`src/rtl/core/bmp24_to_rgb565_stream_core_defines.svh`:
```
// ---------------------------------------------------------------------------
// BMP565 assertion macros
// Shared helpers for the concurrent checks of the BMP stream decoder.
// ---------------------------------------------------------------------------
`ifndef BMP24_TO_RGB565_STREAM_CORE_DEFINES_SVH
`define BMP24_TO_RGB565_STREAM_CORE_DEFINES_SVH

// The consequent must hold in the same cycle as the antecedent.
`define BMP565_ASSERT_NOW(label, clk, rst, ante, cons, msg) \
  label: assert property (@(posedge clk) disable iff (rst) (ante) |-> (cons)) \
    else $error(msg);

// The consequent must hold in the cycle after the antecedent.
`define BMP565_ASSERT_NEXT(label, clk, rst, ante, cons, msg) \
  label: assert property (@(posedge clk) disable iff (rst) (ante) |=> (cons)) \
    else $error(msg);

`endif

```
`src/rtl/core/bmp565_pkg.sv`:
```
// ---------------------------------------------------------------------------
// BMP565 package
// Types and fixed constants of the 24-bit BMP to RGB565 stream decoder.
// ---------------------------------------------------------------------------
package bmp565_pkg;

  localparam int unsigned PIX_BITS    = 12;
  localparam int unsigned SCREEN_BITS = 13;

  localparam logic [15:0] BMP_SIGNATURE = 16'h4D42;
  localparam logic [15:0] BMP_PLANES    = 16'd1;
  localparam logic [15:0] BMP_DEPTH     = 16'd24;
  localparam logic [SCREEN_BITS-1:0] SCREEN_MAX = 13'd4096;
  localparam logic [31:0] HDR_BYTES     = 32'd34;

  // Positions of the header bytes that complete a field; IDX_ORIGIN marks the first byte.
  localparam logic [5:0] IDX_ORIGIN = 6'd0;
  localparam logic [5:0] IDX_SIG    = 6'd1;
  localparam logic [5:0] IDX_OFFSET = 6'd13;
  localparam logic [5:0] IDX_WIDTH  = 6'd21;
  localparam logic [5:0] IDX_HEIGHT = 6'd25;
  localparam logic [5:0] IDX_PLANES = 6'd27;
  localparam logic [5:0] IDX_DEPTH  = 6'd29;
  localparam logic [5:0] IDX_COMPR  = 6'd33;

  localparam logic [1:0] CFG_X_ORIGIN      = 2'd0;
  localparam logic [1:0] CFG_Y_ORIGIN      = 2'd1;
  localparam logic [1:0] CFG_SCREEN_WIDTH  = 2'd2;
  localparam logic [1:0] CFG_SCREEN_HEIGHT = 2'd3;

  typedef enum logic [1:0] {
    KIND_PIXEL      = 2'd0,
    KIND_BAD_SIG    = 2'd1,
    KIND_BAD_FORMAT = 2'd2,
    KIND_OFF_SCREEN = 2'd3
  } kind_t;

  typedef enum logic [4:0] {
    PH_HEADER = 5'b00001,
    PH_SKIP   = 5'b00010,
    PH_PIXEL  = 5'b00100,
    PH_PAD    = 5'b01000,
    PH_IDLE   = 5'b10000
  } phase_t;

  typedef struct packed {
    logic [15:0]            x_origin;
    logic [15:0]            y_origin;
    logic [SCREEN_BITS-1:0] screen_width;
    logic [SCREEN_BITS-1:0] screen_height;
  } cfg_t;

  typedef struct packed {
    kind_t               kind;
    logic [PIX_BITS-1:0] pixel_x;
    logic [PIX_BITS-1:0] pixel_y;
    logic [15:0]         color;
    logic                image_done;
  } result_t;

  function automatic logic [15:0] rgb565(input logic [7:0] blue, input logic [7:0] green,
                                         input logic [7:0] red);
    rgb565 = {red[7:3], green[7:2], blue[7:3]};
  endfunction

endpackage

```
`src/rtl/core/bmp565_cfg.sv`:
```
// ---------------------------------------------------------------------------
// BMP565 configuration registers
// Holds origin and screen size and clamps the screen size to 4096.
// ---------------------------------------------------------------------------
module bmp565_cfg
  import bmp565_pkg::*;
(
  input  logic        clk,
  input  logic        rst,
  input  logic        cfg_write,
  input  logic [1:0]  cfg_index,
  input  logic [15:0] cfg_data,
  output cfg_t        cfg
);

  logic [15:0]            x_origin;
  logic [15:0]            y_origin;
  logic [SCREEN_BITS-1:0] screen_width;
  logic [SCREEN_BITS-1:0] screen_height;

  always_ff @(posedge clk) begin
    if (rst) begin
      x_origin      <= '0;
      y_origin      <= '0;
      screen_width  <= 13'd320;
      screen_height <= 13'd240;
    end else if (cfg_write) begin
      unique case (cfg_index)
        CFG_X_ORIGIN:      x_origin      <= cfg_data;
        CFG_Y_ORIGIN:      y_origin      <= cfg_data;
        CFG_SCREEN_WIDTH:  screen_width  <= cfg_data[SCREEN_BITS-1:0];
        CFG_SCREEN_HEIGHT: screen_height <= cfg_data[SCREEN_BITS-1:0];
        default: begin
        end
      endcase
    end
  end

  always_comb begin
    cfg.x_origin      = x_origin;
    cfg.y_origin      = y_origin;
    cfg.screen_width  = (screen_width > SCREEN_MAX) ? SCREEN_MAX : screen_width;
    cfg.screen_height = (screen_height > SCREEN_MAX) ? SCREEN_MAX : screen_height;
  end

endmodule

```
`src/rtl/core/bmp565_in_reg.sv`:
```
// ---------------------------------------------------------------------------
// BMP565 input register
// Captures one request and holds it until the parser consumes it.
// ---------------------------------------------------------------------------
module bmp565_in_reg
  import bmp565_pkg::*;
(
  input  logic       clk,
  input  logic       rst,
  input  logic       in_valid,
  output logic       in_ready,
  input  logic [7:0] file_byte,
  input  logic       first_byte,
  input  logic       take,
  output logic       stage_valid,
  output logic [7:0] stage_byte,
  output logic       stage_first
);

  assign in_ready = !stage_valid || take;

  always_ff @(posedge clk) begin
    if (rst) begin
      stage_valid <= 1'b0;
    end else if (in_ready) begin
      stage_valid <= in_valid;
    end
  end

  always_ff @(posedge clk) begin
    if (in_valid && in_ready) begin
      stage_byte  <= file_byte;
      stage_first <= first_byte;
    end
  end

endmodule

```
`src/rtl/core/bmp565_parser.sv`:
```
// ---------------------------------------------------------------------------
// BMP565 parser
// Header decoding, offset skip, pixel assembly, row padding and cropping.
// ---------------------------------------------------------------------------
`include "bmp24_to_rgb565_stream_core_defines.svh"

module bmp565_parser
  import bmp565_pkg::*;
#(
  parameter int unsigned DIM_BITS = 16
)
(
  input  logic       clk,
  input  logic       rst,
  input  logic       go,
  input  logic [7:0] byte_in,
  input  logic       first,
  input  cfg_t       cfg,
  output logic       res_valid,
  output result_t    res
);

  localparam int unsigned POS_BITS = ((DIM_BITS > 15) ? DIM_BITS : 16) + 2;

  phase_t                     phase, phase_next, phase_cur;
  logic [5:0]                 hdr_idx, hdr_idx_next, hdr_cur;
  logic [31:0]                word, word_next, word_cur, word_shift;
  logic [31:0]                offset, offset_next;
  logic [31:0]                skip_left, skip_left_next;
  logic [DIM_BITS-1:0]        width, width_next;
  logic [DIM_BITS-1:0]        height, height_next;
  logic [DIM_BITS-1:0]        row, row_next;
  logic [DIM_BITS-1:0]        col, col_next;
  logic [1:0]                 byte_in_pixel, byte_in_pixel_next;
  logic [1:0]                 pad_left, pad_left_next;
  logic [7:0]                 blue, blue_next;
  logic [7:0]                 green, green_next;
  logic signed [POS_BITS-1:0] sx, sx_next;
  logic signed [POS_BITS-1:0] sy, sy_next;
  logic signed [POS_BITS-1:0] xo_ext, yo_ext, sw_ext, sh_ext;
  logic                       origin_bad, on_screen, last_col, last;

  always_comb begin
    xo_ext = {{(POS_BITS-16){cfg.x_origin[15]}}, cfg.x_origin};
    yo_ext = {{(POS_BITS-16){cfg.y_origin[15]}}, cfg.y_origin};
    sw_ext = {{(POS_BITS-SCREEN_BITS){1'b0}}, cfg.screen_width};
    sh_ext = {{(POS_BITS-SCREEN_BITS){1'b0}}, cfg.screen_height};
    origin_bad = (xo_ext >= sw_ext) || (yo_ext >= sh_ext);
    on_screen  = !sx[POS_BITS-1] && (sx < sw_ext) && !sy[POS_BITS-1] && (sy < sh_ext);
    last_col   = ((DIM_BITS+1)'(col) + 1'b1) == (DIM_BITS+1)'(width);
    last       = last_col && (((DIM_BITS+1)'(row) + 1'b1) == (DIM_BITS+1)'(height));
    phase_cur  = first ? PH_HEADER : phase;
    hdr_cur    = first ? 6'd0 : hdr_idx;
    word_cur   = first ? 32'd0 : word;
    word_shift = {byte_in, word_cur[31:8]};
  end

  always_comb begin
    phase_next         = phase;
    hdr_idx_next       = hdr_idx;
    word_next          = word;
    offset_next        = offset;
    skip_left_next     = skip_left;
    width_next         = width;
    height_next        = height;
    row_next           = row;
    col_next           = col;
    byte_in_pixel_next = byte_in_pixel;
    pad_left_next      = pad_left;
    blue_next          = blue;
    green_next         = green;
    sx_next            = sx;
    sy_next            = sy;
    res_valid          = 1'b0;
    res                = '0;
    if (go) begin
      if (first) begin
        phase_next         = PH_HEADER;
        offset_next        = '0;
        width_next         = '0;
        height_next        = '0;
        row_next           = '0;
        col_next           = '0;
        byte_in_pixel_next = '0;
        pad_left_next      = '0;
        blue_next          = '0;
        green_next         = '0;
      end
      unique case (phase_cur)
        PH_HEADER: begin
          word_next    = word_shift;
          hdr_idx_next = hdr_cur + 6'd1;
          if (hdr_cur == IDX_ORIGIN && origin_bad) begin
            res_valid  = 1'b1;
            res.kind   = KIND_OFF_SCREEN;
            phase_next = PH_IDLE;
          end else if (hdr_cur == IDX_SIG && word_shift[31:16] != BMP_SIGNATURE) begin
            res_valid  = 1'b1;
            res.kind   = KIND_BAD_SIG;
            phase_next = PH_IDLE;
          end else if ((hdr_cur == IDX_PLANES && word_shift[31:16] != BMP_PLANES) ||
                       (hdr_cur == IDX_DEPTH && word_shift[31:16] != BMP_DEPTH) ||
                       (hdr_cur == IDX_COMPR && word_shift != 32'd0)) begin
            res_valid  = 1'b1;
            res.kind   = KIND_BAD_FORMAT;
            phase_next = PH_IDLE;
          end else if (hdr_cur == IDX_OFFSET) begin
            offset_next = word_shift;
          end else if (hdr_cur == IDX_WIDTH) begin
            width_next = word_shift[DIM_BITS-1:0];
          end else if (hdr_cur == IDX_HEIGHT) begin
            height_next = word_shift[DIM_BITS-1:0];
          end else if (hdr_cur == IDX_COMPR) begin
            row_next           = '0;
            col_next           = '0;
            byte_in_pixel_next = '0;
            pad_left_next      = '0;
            sx_next            = xo_ext;
            sy_next            = yo_ext + POS_BITS'(height) - POS_BITS'(1);
            skip_left_next     = offset - HDR_BYTES;
            if (width == '0 || height == '0) begin
              phase_next = PH_IDLE;
            end else if (offset <= HDR_BYTES) begin
              phase_next = PH_PIXEL;
            end else begin
              phase_next = PH_SKIP;
            end
          end
        end
        PH_SKIP: begin
          skip_left_next = skip_left - 32'd1;
          if (skip_left == 32'd1) begin
            phase_next = PH_PIXEL;
          end
        end
        PH_PAD: begin
          pad_left_next = pad_left - 2'd1;
          if (pad_left == 2'd1) begin
            phase_next = PH_PIXEL;
          end
        end
        PH_PIXEL: begin
          case (byte_in_pixel)
            2'd0: begin
              blue_next          = byte_in;
              byte_in_pixel_next = 2'd1;
            end
            2'd1: begin
              green_next         = byte_in;
              byte_in_pixel_next = 2'd2;
            end
            default: begin
              byte_in_pixel_next = 2'd0;
              if (on_screen) begin
                res_valid      = 1'b1;
                res.kind       = KIND_PIXEL;
                res.pixel_x    = sx[PIX_BITS-1:0];
                res.pixel_y    = sy[PIX_BITS-1:0];
                res.color      = rgb565(blue, green, byte_in);
                res.image_done = last;
              end
              if (last) begin
                phase_next = PH_IDLE;
              end else if (last_col) begin
                col_next      = '0;
                row_next      = row + 1'b1;
                pad_left_next = width[1:0];
                sx_next       = xo_ext;
                sy_next       = sy - POS_BITS'(1);
                phase_next    = (width[1:0] != 2'd0) ? PH_PAD : PH_PIXEL;
              end else begin
                col_next = col + 1'b1;
                sx_next  = sx + POS_BITS'(1);
              end
            end
          endcase
        end
        PH_IDLE: begin
        end
        default: begin
        end
      endcase
    end
  end

  always_ff @(posedge clk) begin
    if (rst) begin
      phase         <= PH_HEADER;
      hdr_idx       <= '0;
      byte_in_pixel <= '0;
      pad_left      <= '0;
    end else begin
      phase         <= phase_next;
      hdr_idx       <= hdr_idx_next;
      byte_in_pixel <= byte_in_pixel_next;
      pad_left      <= pad_left_next;
    end
  end

  always_ff @(posedge clk) begin
    word      <= word_next;
    offset    <= offset_next;
    skip_left <= skip_left_next;
    width     <= width_next;
    height    <= height_next;
    row       <= row_next;
    col       <= col_next;
    blue      <= blue_next;
    green     <= green_next;
    sx        <= sx_next;
    sy        <= sy_next;
  end

  `BMP565_ASSERT_NOW(a_pad_nonzero, clk, rst, phase == PH_PAD, pad_left != 2'd0, "Pad phase with no pad bytes left.")
  `BMP565_ASSERT_NOW(a_skip_nonzero, clk, rst, phase == PH_SKIP, skip_left != 32'd0, "Skip phase with no bytes left.")
  `BMP565_ASSERT_NEXT(a_error_stops, clk, rst, go && res_valid && res.kind != KIND_PIXEL, phase == PH_IDLE, "Parser kept running after an error.")
  `BMP565_ASSERT_NOW(a_result_phase, clk, rst, go && res_valid && !first, phase == PH_PIXEL || phase == PH_HEADER, "Result from a phase that gives none.")

endmodule

```
`src/rtl/core/bmp565_out_reg.sv`:
```
// ---------------------------------------------------------------------------
// BMP565 output register
// Holds one result until the consumer takes it.
// ---------------------------------------------------------------------------
module bmp565_out_reg
  import bmp565_pkg::*;
(
  input  logic    clk,
  input  logic    rst,
  input  logic    load,
  input  logic    res_valid,
  input  result_t res_in,
  input  logic    out_ready,
  output logic    out_valid,
  output result_t res_out,
  output logic    free
);

  assign free = !out_valid || out_ready;

  always_ff @(posedge clk) begin
    if (rst) begin
      out_valid <= 1'b0;
    end else if (load) begin
      out_valid <= res_valid;
    end else if (out_ready) begin
      out_valid <= 1'b0;
    end
  end

  always_ff @(posedge clk) begin
    if (load && res_valid) begin
      res_out <= res_in;
    end
  end

endmodule

```
`src/rtl/core/bmp24_to_rgb565_stream_core.sv`:
```
// ---------------------------------------------------------------------------
// BMP24 to RGB565 stream core
// Decodes a 24-bit uncompressed BMP byte stream into cropped RGB565 pixels.
// ---------------------------------------------------------------------------
// Channel  Handshake             Payload
// in       in_valid / in_ready   file_byte, first_byte
// out      out_valid / out_ready kind, pixel_x, pixel_y, color, image_done
// cfg      cfg_write             cfg_index, cfg_data
//
// One request is taken every cycle while in_ready is high; any result passes through the input and output registers.
// The parser updates its state from the input register into the output register.
// Reset restores the default screen setup and restarts the header parser.
// A stalled result holds the parser; in_ready falls once the input register is full too.
// ---------------------------------------------------------------------------
module bmp24_to_rgb565_stream_core
  import bmp565_pkg::*;
#(
  parameter int unsigned DIM_BITS = 16
)
(
  input  logic                clk,
  input  logic                rst,
  input  logic                in_valid,
  output logic                in_ready,
  input  logic [7:0]          file_byte,
  input  logic                first_byte,
  output logic                out_valid,
  input  logic                out_ready,
  output logic [1:0]          kind,
  output logic [PIX_BITS-1:0] pixel_x,
  output logic [PIX_BITS-1:0] pixel_y,
  output logic [15:0]         color,
  output logic                image_done,
  input  logic                cfg_write,
  input  logic [1:0]          cfg_index,
  input  logic [15:0]         cfg_data
);

  cfg_t       cfg;
  result_t    res, res_out;
  logic       res_valid;
  logic       stage_valid, stage_first, out_free, go;
  logic [7:0] stage_byte;

  assign go = stage_valid && out_free;

  bmp565_cfg u_cfg (
    .clk       (clk),
    .rst       (rst),
    .cfg_write (cfg_write),
    .cfg_index (cfg_index),
    .cfg_data  (cfg_data),
    .cfg       (cfg)
  );

  bmp565_in_reg u_in_reg (
    .clk         (clk),
    .rst         (rst),
    .in_valid    (in_valid),
    .in_ready    (in_ready),
    .file_byte   (file_byte),
    .first_byte  (first_byte),
    .take        (go),
    .stage_valid (stage_valid),
    .stage_byte  (stage_byte),
    .stage_first (stage_first)
  );

  bmp565_parser #(
    .DIM_BITS (DIM_BITS)
  ) u_parser (
    .clk       (clk),
    .rst       (rst),
    .go        (go),
    .byte_in   (stage_byte),
    .first     (stage_first),
    .cfg       (cfg),
    .res_valid (res_valid),
    .res       (res)
  );

  bmp565_out_reg u_out_reg (
    .clk       (clk),
    .rst       (rst),
    .load      (go),
    .res_valid (res_valid),
    .res_in    (res),
    .out_ready (out_ready),
    .out_valid (out_valid),
    .res_out   (res_out),
    .free      (out_free)
  );

  assign kind       = res_out.kind;
  assign pixel_x    = res_out.pixel_x;
  assign pixel_y    = res_out.pixel_y;
  assign color      = res_out.color;
  assign image_done = res_out.image_done;

endmodule
```
`config.mk`:
```
export PLATFORM = sky130hd
export DESIGN_NAME = bmp24_to_rgb565_stream_core
export DESIGN_NICKNAME = d
export VERILOG_FILES = /design/src/rtl/core/bmp565_pkg.sv /design/src/rtl/core/bmp565_cfg.sv /design/src/rtl/core/bmp565_in_reg.sv /design/src/rtl/core/bmp565_parser.sv /design/src/rtl/core/bmp565_out_reg.sv /design/src/rtl/core/bmp24_to_rgb565_stream_core.sv
export VERILOG_INCLUDE_DIRS = /design/src /design/src/rtl/core
export SDC_FILE = /design/constraint.sdc
export NUM_CORES = 1
export LEC_CHECK = 0
export BUFFER_PORTS_ARGS = -buffer_cell sky130_fd_sc_hd__buf_2
export CORE_UTILIZATION = 45
export DETAILED_ROUTE_END_ITERATION = 10
export SETUP_SLACK_MARGIN = 0.1
export SKIP_CTS_REPAIR_TIMING = 1
export SYNTH_ARGS = -nofsm -noshare
export SYNTH_HDL_FRONTEND = slang
export SYNTH_SLANG_ARGS = --single-unit
```
`constraint.sdc`:
```
create_clock -name clk -period 6.7 [get_ports clk]
set_clock_uncertainty 0.1 [all_clocks]
set_input_delay 1.005 -clock clk [delete_from_list [all_inputs] [get_ports clk]]
set_output_delay 1.005 -clock clk [all_outputs]
set_load 0.005 [all_outputs]
```
==> flow_metrics.tcl <==
set metrics [dict create \
    status "complete, no violations" \
    area_growth_pct 10.7 \
    first_pass_iters 6 \
    final_common_cell "nand2_1" \
    pin_count 77 \
    yosysSeqAreaShare_pct 46.4 \
    tightest_slew_ns 1.36 \
    fin_crit_sh_pct 71.5 \
    critPathCaptureType "flip-flop" \
    path_max_fanout 16 \
    die_w_um 210 \
    cts_tree "yes" \
    grt_pass1_vias 14800 \
    hpwlAfterDp_um 36500 \
    postRouteWirelength_um 51900 \
    start_kind "flip-flop" \
    cts.sinks 326 \
    fmax_mhz 209 \
    slowest_delay_ns 0.87 \
    gp_congestion 0.916 \
    avgSynthCellArea_um2 9.26 \
    required_ns 6.87 \
    synth-main-ff-cell "edfxtp_1" \
    cts_root_buf "clkbuf_16" \
    core-area_um2 42300 \
    grt_first_pass_wirelength_um 82500 \
    antenna_found_initial 0 \
    clk_latency_ns 0.56 \
    layout_min_cycle_time_ns 4.79 \
    grt_max_degree 88 \
    num-nets-final 2260 \
    port_buffers 76 \
    fillers 3938 \
    drt-initial-drc-count 1106 \
    path_cells "inv_1 -> nand2_1 -> ha_1 -> nor2b_1 -> o211ai_1 -> a21oi_1 -> o41ai_1 -> a41oi_1 -> nor4_1 -> nand3_1 -> mux2i_1 -> nor2_1" \
    worst_slack_ns 1.91 \
    drc 0 \
    netlist_area_um2 19500 \
    die_y_um 210 \
    cts_buffers 38 \
    yosysUniqueCellTypes 86 \
    p_leak_nw 8.24 \
    slowest_stage "nand3_1" \
    antenna_cells 0 \
    reg2reg_slack_ns 1.91 \
    rsz0062_at_grt "no" \
    post-place-ws_ns 1.99 \
    hold_violations 0 \
    final_max_slew_viol_count 0 \
    p_per_area_nw_per_um2 231 \
    synth.net_count 2232 \
    drive_gt1_share_pct 8.75 \
    peakVddDrop_v 0.000142 \
    worstPathArrival_ns 4.96 \
    synth_edf_count 251 \
    synthCells 2105 \
    clk_pin_slew_ns 0.06 \
    final_antenna_net_count 0 \
    grt_use_total_pct 23.5 \
    cts_max_path_buffers 3 \
    drv_cap 0 \
    hp-class "reg2reg" \
    dieArea_um2 44100 \
    relSlewSlack_pct 8.44 \
    avgRoutedWirePerCell_um 18.9 \
    cts_max_level 2 \
    critPathKind "reg2reg" \
    final_cell_mix "371 x nand2_1, 251 x edfxtp_1, 175 x a21oi_1" \
    ys_seq_elements 326 \
    drt-vias-per-instance 5.73 \
    start_util_pct 46.0 \
    rows 75 \
    vias 15700 \
    final-setup-viol-count 0 \
    yosysWarningCount 0 \
    tns_ns 0 \
    async_reset_ff_share_pct 0 \
    overflow 0 \
]
-- critical path, delay by kind of cell (launching register included) --
family,cells,cell delay [ns]
AOI/OAI and AO/OA,4,1.16
adders and majority gates,1,0.31
buffers and inverters,1,0.31
DFF,1,0.33
muxes,1,0.40
and+or+nand+nor,5,1.88
-- synth_stat cells, types with 6 or more instances --
cell type | count | area share [%]
a211oi_1 | 17 | 0.65
a21o_1 | 23 | 0.89
a21oi_1 | 178 | 4.6
a22o_1 | 6 | 0.27
a31oi_1 | 12 | 0.39
and2_1 | 9 | 0.29
and3_1 | 64 | 2.1
buf_1 | 7 | 0.13
buf_2 | 14 | 0.36
clkbuf_1 | 74 | 1.4
dfxtp_1 | 75 | 7.7
edfxtp_1 | 251 | 39
ha_1 | 93 | 6.0
inv_1 | 96 | 1.8
mux2i_1 | 27 | 1.4
nand2_1 | 371 | 7.1
nand2b_1 | 11 | 0.35
nand3_1 | 65 | 1.7
nand3b_1 | 12 | 0.46
nand4_1 | 27 | 0.87
nor2_1 | 149 | 2.9
nor2b_1 | 32 | 1.0
nor3_1 | 55 | 1.4
nor3b_1 | 7 | 0.27
nor4_1 | 38 | 1.2
o211ai_1 | 13 | 0.50
o21ai_0 | 78 | 2.0
o31ai_1 | 9 | 0.35
o41ai_1 | 8 | 0.36
or2_2 | 7 | 0.22
or3_1 | 15 | 0.48
or4_1 | 21 | 0.81
xnor2_1 | 78 | 3.5
xor2_1 | 56 | 2.5
-- cell type report --
class                           count  area [um2]  area share, %
Multi-Input combinational cell   1580        9710           45.0
Sequential cell                   326        9040           41.9
Clock buffer                       53        1110           5.16
Tap cell                          577         722           3.35
Timing Repair Buffer               89         478           2.22
Inverter                           98         370           1.72
Clock inverter                     15         141          0.655
-- path summary, 6_finish.rpt --
path,start,endpoint,cells after the start
min reg2reg,u_cfg.y_origin[0],u_cfg.y_origin[0],2
max reg2reg,u_cfg.screen_height[12],u_parser.height[2],12
max,u_cfg.screen_height[12],u_parser.height[2],12
min,u_cfg.y_origin[0],u_cfg.y_origin[0],2
-- stage by stage --
stage	hold WS (ns)	cell area, um2	power (mW)	utilization (%)	instances
5_1_grt	0.388	21600	5.15	51.0	2738
3_3_place_gp	0.346	20300	2.89	48.0	2670
2_1_floorplan	0.336	19500	2.75	-	2105
6_report	0.358	21600	4.97	51.0	2738
3_5_place_dp	0.352	20300	2.91	48.0	2670
4_1_cts	0.360	21600	5.01	51.0	2738
-- logic make-up after synthesis --
| logic type | count (synthesis) | synth area share, % |
|---|---|---|
| buf+inv | 199 | 4.08 |
| mux | 31 | 1.62 |
| simple gates | 915 | 22.9 |
| xor+xnor | 134 | 6.02 |
| flops | 326 | 46.4 |
| fa+ha+maj | 95 | 6.18 |
| compound gates | 405 | 12.8 |
-- state kept, by name, indices dropped and copies added (netlist names), 5 cells and up --
name and count:
u_out_reg.res_out 43, u_cfg.x_origin 16, u_cfg.screen_height 13, u_cfg.screen_width 13
u_parser.width 16, u_parser.offset 32, u_cfg.y_origin 16, u_parser.hdr_idx 6
u_parser.phase 5, u_in_reg.stage_byte 8, u_parser.green 6, u_parser.skip_left 32
u_parser.sx 18, u_parser.sy 18, u_parser.height 16, u_parser.col 16
u_parser.blue 5, u_parser.row 16, u_parser.word 24
-- metal layers --
layer	track usage, %	part of all wire [%]	up-vias
li1	-	-	7613
met1	34.4	48	7625
met2	35.6	44	385
met3	3.08	4.9	74
met4	8.21	2.7	0
met5	0	0	-
-- power by group --
part / switching (mW) / leakage (nW) / internal (mW)
sequential: 0.108 / 3.02 / 2.28
combinational: 0.296 / 4.62 / 0.187
clock: 0.863 / 0.605 / 1.24
total: 1.27 / 8.24 / 3.71
Note: power is estimated with default switching activity, not from simulation.
